`config.mk`:
```
export PLATFORM = sky130hd
export DESIGN_NAME = single_neuron_sgd_step_unit
export DESIGN_NICKNAME = d
export VERILOG_FILES = /design/src/design/snsgd_pkg.sv /design/src/design/single_neuron_sgd_step_unit.sv
export SDC_FILE = /design/constraint.sdc
export NUM_CORES = 1
export LEC_CHECK = 0
export ABC_AREA = 1
export BUFFER_PORTS_ARGS = -buffer_cell sky130_fd_sc_hd__buf_2
export CAP_MARGIN = 20
export CELL_PAD_IN_SITES_DETAIL_PLACEMENT = 1
export CELL_PAD_IN_SITES_GLOBAL_PLACEMENT = 1
export CORE_MARGIN = 2
export CORE_UTILIZATION = 45
export CTS_CLUSTER_SIZE = 14
export DETAILED_ROUTE_END_ITERATION = 16
export PLACE_DENSITY = 0.82
export SLEW_MARGIN = 20
export SYNTH_ARGS = -nofsm -noshare
export SYNTH_HDL_FRONTEND = slang
export SYNTH_SLANG_ARGS = --single-unit
```
`constraint.sdc`:
```
create_clock -name clk_i -period 13.4 [get_ports clk_i]
set_input_delay 2.01 -clock clk_i [delete_from_list [all_inputs] [get_ports clk_i]]
set_output_delay 2.01 -clock clk_i [all_outputs]
set_load 0.1 [all_outputs]
```
`src/design/snsgd_pkg.sv`:
```
package snsgd_pkg;

  // Fixed-point format and sigmoid table geometry.
  localparam int FRAC_BITS   = 12;
  localparam int SIG_ENTRIES = 256;
  localparam int SIG_IDX_W   = $clog2(SIG_ENTRIES);

  // Field widths.
  localparam int LR_W       = 13;
  localparam int DATA_W     = 16;
  localparam int TARGET_W   = 13;
  localparam int PRED_W     = 13;
  localparam int LOSS_W     = 12;
  localparam int CFG_IDX_W  = 2;
  localparam int CFG_DATA_W = 16;

  // Configuration register indexes.
  localparam logic [CFG_IDX_W-1:0] CFG_LEARNING_RATE  = CFG_IDX_W'(0);
  localparam logic [CFG_IDX_W-1:0] CFG_INITIAL_WEIGHT = CFG_IDX_W'(1);
  localparam logic [CFG_IDX_W-1:0] CFG_INITIAL_BIAS   = CFG_IDX_W'(2);

  // Register values after reset.
  localparam logic [LR_W-1:0]          LR_RESET          = LR_W'(614);
  localparam logic signed [DATA_W-1:0] INIT_WEIGHT_RESET = DATA_W'(2458);
  localparam logic signed [DATA_W-1:0] INIT_BIAS_RESET   = DATA_W'(3686);

  typedef struct packed {
    logic                     operation;
    logic signed [DATA_W-1:0] sample;
    logic [TARGET_W-1:0]      target;
  } in_item_t;

  typedef struct packed {
    logic [PRED_W-1:0]        prediction;
    logic [LOSS_W-1:0]        loss;
    logic signed [DATA_W-1:0] weight_now;
    logic signed [DATA_W-1:0] bias_now;
  } out_item_t;

  // Microcode fields.
  typedef enum logic [2:0] {
    MA_ZERO, MA_X, MA_ERR, MA_A, MA_ALPHA, MA_D
  } mul_a_e;

  typedef enum logic [2:0] {
    MB_ZERO, MB_W, MB_ERR, MB_NOT_A, MB_SP, MB_D, MB_X, MB_T
  } mul_b_e;

  typedef enum logic [3:0] {
    DST_NONE, DST_Z, DST_A, DST_LOSS, DST_SP, DST_D, DST_BIAS, DST_T, DST_WEIGHT
  } dst_e;

  typedef enum logic [1:0] {
    JMP_NEXT, JMP_WAIT_IN, JMP_IF_PREDICT, JMP_EMIT
  } jmp_e;

  typedef struct packed {
    mul_a_e ma;
    mul_b_e mb;
    logic   rnd_wide;
    dst_e   dst;
    jmp_e   jmp;
  } ucode_t;

  // Unsigned long division by shift and subtract, used while the sigmoid
  // table is built. The divisor stays far below 2^63.
  function automatic longint unsigned udiv64(input longint unsigned num,
                                             input longint unsigned dvs);
    longint unsigned quo;
    longint unsigned rem;
    quo = '0;
    rem = '0;
    for (int bit_pos = 63; bit_pos >= 0; bit_pos--) begin
      rem = {rem[62:0], num[bit_pos]};
      if (rem >= dvs) begin
        rem          = rem - dvs;
        quo[bit_pos] = 1'b1;
      end
    end
    return quo;
  endfunction

  // One sigmoid entry: exp by a Taylor series over t/16, squared four times,
  // then a rounded reciprocal. Negative arguments use 1 - sigmoid(-z).
  function automatic logic [PRED_W-1:0] sig_entry(input int unsigned i);
    longint          m2;
    logic            neg;
    longint unsigned t;
    longint unsigned u;
    longint unsigned term;
    longint unsigned acc;
    longint unsigned e;
    longint unsigned den;
    longint unsigned pos;
    longint          res;
    m2  = 2 * longint'(i) - longint'(SIG_ENTRIES);
    neg = (m2 < 0);
    if (neg) begin
      m2 = -m2;
    end
    t    = $unsigned(8 * m2) << 30;
    t    = t / SIG_ENTRIES;
    u    = (t + 64'd8) >> 4;
    term = 64'd1 << 30;
    acc  = term;
    for (int k = 1; k <= 12; k++) begin
      term = udiv64((term * u) >> 30, $unsigned(longint'(k)));
      if (k[0]) begin
        acc = acc - term;
      end else begin
        acc = acc + term;
      end
    end
    e = acc;
    for (int j = 0; j < 4; j++) begin
      e = (e * e + (64'd1 << 29)) >> 30;
    end
    den = (64'd1 << 30) + e;
    pos = udiv64((64'd1 << (FRAC_BITS + 30)) + (den >> 1), den);
    if (neg) begin
      res = (longint'(1) << FRAC_BITS) - longint'(pos);
    end else begin
      res = longint'(pos);
    end
    return PRED_W'(res);
  endfunction

  typedef logic [PRED_W-1:0] sig_table_t [SIG_ENTRIES];

  function automatic sig_table_t sig_table_build();
    sig_table_t tbl;
    for (int i = 0; i < SIG_ENTRIES; i++) begin
      tbl[i] = sig_entry($unsigned(i));
    end
    return tbl;
  endfunction

  localparam sig_table_t SIG_TABLE = sig_table_build();

endpackage

```
`src/design/single_neuron_sgd_step_unit.sv`:
```
// Single sigmoid neuron with an on-line gradient descent step, Q4.12 fixed point.
//
// Input channel (in_valid_i / in_stall_o / in_data_i): one item carries an
// operation bit, a sample x and a target y. The block takes one item at a time;
// in_stall_o is high from the cycle after an item is taken until its result has
// been moved into the output register, and for one cycle after reset while the
// weight and bias are loaded from the initial_weight and initial_bias registers.
// Output channel (out_valid_o / out_stall_i / out_data_o): one item per input
// item with the prediction, the half squared error and the weight and bias as
// they stand after the item. The output register holds a finished item while
// the receiver stalls, and the next input item is taken and worked on meanwhile.
// The work is done by a microcode sequencer driving one shared 18x18 multiplier,
// at most one multiply per step: a predict-only item runs the steps Z, LUT and
// LOSS, a training item also SP, D, GB, T and GW, and each then waits in the
// EMIT step until the output register is free to take its result.
// Configuration port (cfg_valid_i / cfg_ready_o): always ready; index 0 is the
// learning rate, 1 and 2 the initial weight and bias, which are only loaded
// after reset, and reset also restores them. Other indexes are ignored. Reset
// restores all three registers and empties the output register.
module single_neuron_sgd_step_unit (
  input  logic                                 clk_i,
  input  logic                                 rst_ni,
  input  logic                                 in_valid_i,
  output logic                                 in_stall_o,
  input  snsgd_pkg::in_item_t                  in_data_i,
  output logic                                 out_valid_o,
  input  logic                                 out_stall_i,
  output snsgd_pkg::out_item_t                 out_data_o,
  input  logic                                 cfg_valid_i,
  output logic                                 cfg_ready_o,
  input  logic [snsgd_pkg::CFG_IDX_W-1:0]      cfg_index_i,
  input  logic [snsgd_pkg::CFG_DATA_W-1:0]     cfg_data_i
);

  localparam int F        = snsgd_pkg::FRAC_BITS;
  localparam int DATA_W   = snsgd_pkg::DATA_W;
  localparam int LR_W     = snsgd_pkg::LR_W;
  localparam int PRED_W   = snsgd_pkg::PRED_W;
  localparam int TARGET_W = snsgd_pkg::TARGET_W;
  localparam int LOSS_W   = snsgd_pkg::LOSS_W;
  localparam int IDX_W    = snsgd_pkg::SIG_IDX_W;

  // Internal widths, sized to the value ranges of each quantity.
  localparam int MUL_W   = 18;
  localparam int PROD_W  = 2 * MUL_W;
  localparam int ERR_W   = 15;
  localparam int Z_W     = 20;
  localparam int ZOFF_W  = Z_W + 1;
  localparam int SCALE_W = ZOFF_W + IDX_W + 1;
  localparam int SP_W    = 12;
  localparam int D_W     = 13;
  localparam int T_W     = 16;
  localparam int SUB_W   = 20;
  localparam int STEP_W  = 4;

  localparam logic signed [PROD_W-1:0] HALF_NARROW = PROD_W'(1) << (F - 1);
  localparam logic signed [PROD_W-1:0] HALF_WIDE   = PROD_W'(1) << F;
  localparam logic signed [PROD_W-1:0] LOSS_MAX    = PROD_W'((1 << LOSS_W) - 1);
  localparam logic signed [ERR_W-1:0]  ONE         = ERR_W'(1 << F);
  localparam logic signed [ZOFF_W-1:0] Z_OFFSET    = ZOFF_W'(8 << F);
  localparam logic signed [SUB_W-1:0]  SAT_HI      = SUB_W'((1 << (DATA_W - 1)) - 1);
  localparam logic signed [SUB_W-1:0]  SAT_LO      = -SUB_W'(1 << (DATA_W - 1));

  // Microprogram step addresses.
  localparam logic [STEP_W-1:0] ST_IDLE   = STEP_W'(0);
  localparam logic [STEP_W-1:0] ST_Z      = STEP_W'(1);
  localparam logic [STEP_W-1:0] ST_LUT    = STEP_W'(2);
  localparam logic [STEP_W-1:0] ST_LOSS   = STEP_W'(3);
  localparam logic [STEP_W-1:0] ST_SP     = STEP_W'(4);
  localparam logic [STEP_W-1:0] ST_D      = STEP_W'(5);
  localparam logic [STEP_W-1:0] ST_GB     = STEP_W'(6);
  localparam logic [STEP_W-1:0] ST_T      = STEP_W'(7);
  localparam logic [STEP_W-1:0] ST_GW     = STEP_W'(8);
  localparam logic [STEP_W-1:0] ST_EMIT   = STEP_W'(9);

  // The control store. Each step names the two multiplier operands, the
  // rounding shift, the register that takes the result and the branch.
  function automatic snsgd_pkg::ucode_t ucode_rom(input logic [STEP_W-1:0] s);
    snsgd_pkg::ucode_t uc;
    uc.ma       = snsgd_pkg::MA_ZERO;
    uc.mb       = snsgd_pkg::MB_ZERO;
    uc.rnd_wide = 1'b0;
    uc.dst      = snsgd_pkg::DST_NONE;
    uc.jmp      = snsgd_pkg::JMP_NEXT;
    case (s)
      ST_IDLE: begin
        uc.jmp = snsgd_pkg::JMP_WAIT_IN;
      end
      ST_Z: begin
        uc.ma  = snsgd_pkg::MA_X;
        uc.mb  = snsgd_pkg::MB_W;
        uc.dst = snsgd_pkg::DST_Z;
      end
      ST_LUT: begin
        uc.dst = snsgd_pkg::DST_A;
      end
      ST_LOSS: begin
        uc.ma       = snsgd_pkg::MA_ERR;
        uc.mb       = snsgd_pkg::MB_ERR;
        uc.rnd_wide = 1'b1;
        uc.dst      = snsgd_pkg::DST_LOSS;
        uc.jmp      = snsgd_pkg::JMP_IF_PREDICT;
      end
      ST_SP: begin
        uc.ma  = snsgd_pkg::MA_A;
        uc.mb  = snsgd_pkg::MB_NOT_A;
        uc.dst = snsgd_pkg::DST_SP;
      end
      ST_D: begin
        uc.ma  = snsgd_pkg::MA_ERR;
        uc.mb  = snsgd_pkg::MB_SP;
        uc.dst = snsgd_pkg::DST_D;
      end
      ST_GB: begin
        uc.ma  = snsgd_pkg::MA_ALPHA;
        uc.mb  = snsgd_pkg::MB_D;
        uc.dst = snsgd_pkg::DST_BIAS;
      end
      ST_T: begin
        uc.ma  = snsgd_pkg::MA_D;
        uc.mb  = snsgd_pkg::MB_X;
        uc.dst = snsgd_pkg::DST_T;
      end
      ST_GW: begin
        uc.ma  = snsgd_pkg::MA_ALPHA;
        uc.mb  = snsgd_pkg::MB_T;
        uc.dst = snsgd_pkg::DST_WEIGHT;
      end
      ST_EMIT: begin
        uc.jmp = snsgd_pkg::JMP_EMIT;
      end
      default: begin
        uc.jmp = snsgd_pkg::JMP_NEXT;
      end
    endcase
    return uc;
  endfunction

  function automatic logic signed [DATA_W-1:0] sat_data(input logic signed [SUB_W-1:0] v);
    logic signed [SUB_W-1:0] c;
    if (v > SAT_HI) begin
      c = SAT_HI;
    end else if (v < SAT_LO) begin
      c = SAT_LO;
    end else begin
      c = v;
    end
    return c[DATA_W-1:0];
  endfunction

  // Control and configuration registers.
  logic [STEP_W-1:0]          step_q, step_d;
  logic                       reload_q;
  logic                       out_valid_q, out_valid_d;
  logic [LR_W-1:0]            lr_q;
  logic signed [DATA_W-1:0]   init_w_q;
  logic signed [DATA_W-1:0]   init_b_q;

  // Datapath registers.
  logic                       op_q;
  logic signed [DATA_W-1:0]   x_q;
  logic [TARGET_W-1:0]        y_q;
  logic signed [DATA_W-1:0]   w_q, w_d;
  logic signed [DATA_W-1:0]   b_q, b_d;
  logic signed [Z_W-1:0]      z_q, z_d;
  logic [PRED_W-1:0]          a_q, a_d;
  logic [LOSS_W-1:0]          loss_q, loss_d;
  logic signed [SP_W-1:0]     sp_q, sp_d;
  logic signed [D_W-1:0]      d_q, d_d;
  logic signed [T_W-1:0]      t_q, t_d;
  snsgd_pkg::out_item_t       out_q, out_d;

  snsgd_pkg::ucode_t          uc;
  logic                       in_accept;
  logic                       out_load;
  logic signed [ERR_W-1:0]    err;
  logic signed [ERR_W-1:0]    not_a;
  logic signed [MUL_W-1:0]    opa, opb;
  logic signed [PROD_W-1:0]   prod;
  logic signed [PROD_W-1:0]   res;
  logic signed [ZOFF_W-1:0]   zoff;
  logic [SCALE_W-1:0]         idx_prod;
  logic [SCALE_W-1:0]         idx_scaled;
  logic [IDX_W-1:0]           idx;
  logic signed [SUB_W-1:0]    w_diff, b_diff;

  assign uc          = ucode_rom(step_q);
  assign in_stall_o  = (step_q != ST_IDLE) || reload_q;
  assign in_accept   = in_valid_i && !in_stall_o;
  assign out_load    = (uc.jmp == snsgd_pkg::JMP_EMIT) && (!out_valid_q || !out_stall_i);
  assign cfg_ready_o = 1'b1;
  assign out_valid_o = out_valid_q;
  assign out_data_o  = out_q;

  // Error and one minus the prediction, both feeding the multiplier.
  assign err   = $signed(ERR_W'(a_q)) - $signed(ERR_W'(y_q));
  assign not_a = ONE - $signed(ERR_W'(a_q));

  always_comb begin
    case (uc.ma)
      snsgd_pkg::MA_X:     opa = MUL_W'(x_q);
      snsgd_pkg::MA_ERR:   opa = MUL_W'(err);
      snsgd_pkg::MA_A:     opa = $signed(MUL_W'(a_q));
      snsgd_pkg::MA_ALPHA: opa = $signed(MUL_W'(lr_q));
      snsgd_pkg::MA_D:     opa = MUL_W'(d_q);
      default:             opa = '0;
    endcase
    case (uc.mb)
      snsgd_pkg::MB_W:     opb = MUL_W'(w_q);
      snsgd_pkg::MB_ERR:   opb = MUL_W'(err);
      snsgd_pkg::MB_NOT_A: opb = MUL_W'(not_a);
      snsgd_pkg::MB_SP:    opb = MUL_W'(sp_q);
      snsgd_pkg::MB_D:     opb = MUL_W'(d_q);
      snsgd_pkg::MB_X:     opb = MUL_W'(x_q);
      snsgd_pkg::MB_T:     opb = MUL_W'(t_q);
      default:             opb = '0;
    endcase
  end

  // Shared multiplier with round-half-up back to the fraction width; the
  // loss step drops one more bit for the division by two.
  assign prod = opa * opb;
  assign res  = uc.rnd_wide ? ((prod + HALF_WIDE) >>> (F + 1))
                            : ((prod + HALF_NARROW) >>> F);

  // Table index: floor((z + 8) * entries / 16), clamped at both ends.
  assign zoff       = ZOFF_W'(z_q) + Z_OFFSET;
  assign idx_prod   = SCALE_W'(zoff[ZOFF_W-2:0]) * SCALE_W'(snsgd_pkg::SIG_ENTRIES);
  assign idx_scaled = idx_prod >> (F + 4);

  always_comb begin
    if (zoff[ZOFF_W-1]) begin
      idx = '0;
    end else if (idx_scaled >= SCALE_W'(snsgd_pkg::SIG_ENTRIES)) begin
      idx = IDX_W'(snsgd_pkg::SIG_ENTRIES - 1);
    end else begin
      idx = idx_scaled[IDX_W-1:0];
    end
  end

  assign w_diff = SUB_W'(w_q) - $signed(res[SUB_W-1:0]);
  assign b_diff = SUB_W'(b_q) - $signed(res[SUB_W-1:0]);

  // Result write-back, selected by the destination field.
  always_comb begin
    z_d    = z_q;
    a_d    = a_q;
    loss_d = loss_q;
    sp_d   = sp_q;
    d_d    = d_q;
    t_d    = t_q;
    w_d    = w_q;
    b_d    = b_q;
    if (reload_q) begin
      w_d = init_w_q;
      b_d = init_b_q;
    end
    case (uc.dst)
      snsgd_pkg::DST_Z:      z_d    = $signed(res[Z_W-1:0]) + Z_W'(b_q);
      snsgd_pkg::DST_A:      a_d    = snsgd_pkg::SIG_TABLE[idx];
      snsgd_pkg::DST_LOSS:   loss_d = (res > LOSS_MAX) ? '1 : res[LOSS_W-1:0];
      snsgd_pkg::DST_SP:     sp_d   = $signed(res[SP_W-1:0]);
      snsgd_pkg::DST_D:      d_d    = $signed(res[D_W-1:0]);
      snsgd_pkg::DST_BIAS:   b_d    = sat_data(b_diff);
      snsgd_pkg::DST_T:      t_d    = $signed(res[T_W-1:0]);
      snsgd_pkg::DST_WEIGHT: w_d    = sat_data(w_diff);
      default: begin
      end
    endcase
  end

  // Sequencer: step counter with the branch selected by the control word.
  always_comb begin
    step_d = step_q;
    case (uc.jmp)
      snsgd_pkg::JMP_WAIT_IN: begin
        if (in_accept) begin
          step_d = ST_Z;
        end
      end
      snsgd_pkg::JMP_IF_PREDICT: begin
        step_d = op_q ? (step_q + STEP_W'(1)) : ST_EMIT;
      end
      snsgd_pkg::JMP_EMIT: begin
        if (out_load) begin
          step_d = ST_IDLE;
        end
      end
      default: begin
        step_d = step_q + STEP_W'(1);
      end
    endcase
  end

  // Output register: loaded at the end of the program, emptied when taken.
  always_comb begin
    out_d       = out_q;
    out_valid_d = out_valid_q;
    if (out_valid_q && !out_stall_i) begin
      out_valid_d = 1'b0;
    end
    if (out_load) begin
      out_d.prediction = a_q;
      out_d.loss       = loss_q;
      out_d.weight_now = w_q;
      out_d.bias_now   = b_q;
      out_valid_d      = 1'b1;
    end
  end

  always_ff @(posedge clk_i or negedge rst_ni) begin
    if (!rst_ni) begin
      step_q      <= ST_IDLE;
      reload_q    <= 1'b1;
      out_valid_q <= 1'b0;
      lr_q        <= snsgd_pkg::LR_RESET;
      init_w_q    <= snsgd_pkg::INIT_WEIGHT_RESET;
      init_b_q    <= snsgd_pkg::INIT_BIAS_RESET;
    end else begin
      step_q      <= step_d;
      reload_q    <= 1'b0;
      out_valid_q <= out_valid_d;
      if (cfg_valid_i && cfg_ready_o) begin
        case (cfg_index_i)
          snsgd_pkg::CFG_LEARNING_RATE:  lr_q     <= cfg_data_i[LR_W-1:0];
          snsgd_pkg::CFG_INITIAL_WEIGHT: init_w_q <= $signed(cfg_data_i[DATA_W-1:0]);
          snsgd_pkg::CFG_INITIAL_BIAS:   init_b_q <= $signed(cfg_data_i[DATA_W-1:0]);
          default: begin
          end
        endcase
      end
    end
  end

  always_ff @(posedge clk_i) begin
    if (in_accept) begin
      op_q <= in_data_i.operation;
      x_q  <= in_data_i.sample;
      y_q  <= in_data_i.target;
    end
    z_q    <= z_d;
    a_q    <= a_d;
    loss_q <= loss_d;
    sp_q   <= sp_d;
    d_q    <= d_d;
    t_q    <= t_d;
    w_q    <= w_d;
    b_q    <= b_d;
    out_q  <= out_d;
  end

endmodule

```
==> flow_summary.json <==
{
  "fin_util": 0.503,
  "cts_hold_buf": 0,
  "hold_violations": 0,
  "fill_cells": 7591,
  "ant_nets": 0,
  "max_stage_delay_ps": 700,
  "syn_avg_cell_area_um2": 8.15,
  "critPathLaunchType": "register",
  "finalSetupViolCount": 0,
  "arrival_ps": 13060,
  "clock_latency_ps": 570,
  "fmax_mhz": 78.5,
  "async_reset_ff_frac": 0.207,
  "path_clk_slew_ps": 70,
  "dieArea_um2": 64400,
  "regArea_um2": 7160,
  "dieHeight_um": 254,
  "netlist_area_um2": 28100,
  "fin_crit_sh": 0.951,
  "antenna_found_initial": 1,
  "firstDrtPassIters": 5,
  "htreeDepth": 1,
  "io_buffers": 110,
  "critPathCaptureType": "register",
  "grt_usage": 0.323,
  "synth_ff_type": "edfxtp_1",
  "multi_input_area_um2": 18000,
  "dp_hpwl_um": 83900,
  "cts_num_sinks": 246,
  "cp.required_ps": 13720,
  "fin_nets": 4122,
  "cts_tree": "yes",
  "synth_top_area_share": 0.218,
  "clockBufferDepth": 3,
  "grt.overflow.total": 0,
  "synth_edf_count": 195,
  "start_util": 0.455,
  "cp_max_fo": 15,
  "yosys_warnings": 0,
  "hold_class": "register to register",
  "gp_congestion": 0.990,
  "avgViaCountPerCell": 5.62,
  "slew_headroom": 0.325,
  "ys_seq_area_frac": 0.255,
  "path_class": "register to register",
  "numCtsBuffers": 25,
  "final.setup_skew_ps": 28.6,
  "worstMarginPinSlew_ps": 1010,
  "post_drt_wl_per_cell_um": 23.1,
  "synthTopCellsByArea": "fa_1, edfxtp_1, inv_1",
  "syn_inst": 3443,
  "dr.first_iter.drc_count": 2205,
  "row_count": 91,
  "drive_gt1_frac": 0.116,
  "ys_ff_latch": 246,
  "grt_pass1_vias": 26400,
  "netlist_top_cells_count": "inv_1, nand2_1, nor2_1",
  "io_pins": 113,
  "die_x_um": 254,
  "yosys.area.top_type": "fa_1",
  "cp_slowest_cell": "fa_2",
  "clock-root-buffer": "clkbuf_16",
  "synth.distinct_cells": 70,
  "status": "complete, no violations",
  "grt_max_degree": 52,
  "grt_pass1_wl_um": 159000,
  "syn_to_final_growth_pct": 10.6,
  "placeableCoreArea_um2": 61700,
  "maxSlewViolCount": 0,
  "vias": 25000,
  "route.detailed.drc": 0,
  "wl_um": 103000,
  "max_cap_viol_count": 0,
  "synth_most_common_cell": "inv_1",
  "period_needed_ps": 12740,
  "critPathMostFrequentCell": "nand2_1"
}
repair_timing:
item,CTS,global route
pin swaps,0,4
setup buffers,0,7
setup endpoints to repair,15,37
resized for setup,1,37
metrics by stage:
step | cell area (µm²) | TNS (ps) | hold slack (ps) | setup slack [ps] | instances
floorplan | 28100 | 0 | 400 | 1610 | 3444
global placement | 30000 | 0 | 403 | 468 | 4392
detailed placement | 30000 | -319 | 411 | -161 | 4392
CTS | 30800 | 0 | 431 | 100 | 4437
global route | 31000 | -412 | 438 | -74.0 | 4445
finish | 31000 | 0 | 431 | 661 | 4445
cells in the final DEF (no fill, tap or decap), drive strengths merged, types with 32 or more instances in the layout:
cell / count
inv: 721
nand2: 698
nor2: 337
fa: 306
buf: 205
edfxtp: 195
o21ai: 187
ha: 174
a21oi: 154
nand3: 128
xor2: 72
nor3: 38
dfrtp: 32
or2: 32
worst max-delay path: cells and delay by family (launching register included):
kind	cells	cell delay (ps)
DFF	1	480
and+or+nand+nor	28	3660
AOI/OAI and AO/OA	14	2490
xor gates and xnor gates	1	180
adders and majority gates	9	4560
buffers and inverters	11	1090
logic make-up after synthesis:
| logic type | Yosys count | synth area share |
|---|---|---|
| buffers and inverters | 819 | 0.111 |
| other | 2 | 0.000268 |
| XOR/XNOR | 94 | 0.0303 |
| AND/OR/NAND/NOR | 1295 | 0.202 |
| flip-flops | 246 | 0.255 |
| adder cells (fa/ha/maj) | 480 | 0.296 |
| AO/OA/AOI/OAI | 507 | 0.106 |
state kept, by name (all words and copies together), names as in the netlist, 13 cells and up:
| register | count |
|---|---|
| b_q | 16 |
| d_q | 13 |
| init_b_q | 16 |
| init_w_q | 16 |
| lr_q | 13 |
| out_data_o | 56 |
| t_q | 16 |
| w_q | 16 |
| x_q | 16 |
| y_q | 13 |
layer usage:
layer	vias to the layer above	GRT usage	wire length (µm)
met5	-	0	0
met4	0	0.104	4020
met3	218	0.0486	8330
met2	1049	0.523	47100
met1	12600	0.446	43100
li1	11200	-	-
layout make-up:
type	instances	area share
multi-input cells	2379	0.580
flip-flops and latches	246	0.231
inverters	732	0.0888
repair buffers	205	0.0414
well taps	837	0.0337
clock buffers	30	0.0208
clock inverters	15	0.00500
diodes	1	0.0000806
path summary, 6_finish.rpt:
| check | from | to | slack (ps) | cells past startpoint |
|---|---|---|---|---|
| hold reg to reg | loss_q[2] | out_data_o[34] | 430 | 0 |
| setup reg to reg | a_q[2] | b_q[7] | 660 | 63 |
| setup / recovery | a_q[2] | b_q[7] | 660 | 63 |
| max in group asynchronous | rst_ni | step_q[2] | 11310 | 2 |
| hold / removal | loss_q[2] | out_data_o[34] | 430 | 0 |
| min in group asynchronous | rst_ni | init_w_q[10] | 1570 | 2 |
Power is not shown: default switching activity piles up to over one toggle a cycle in this logic, so the estimate is an artifact.
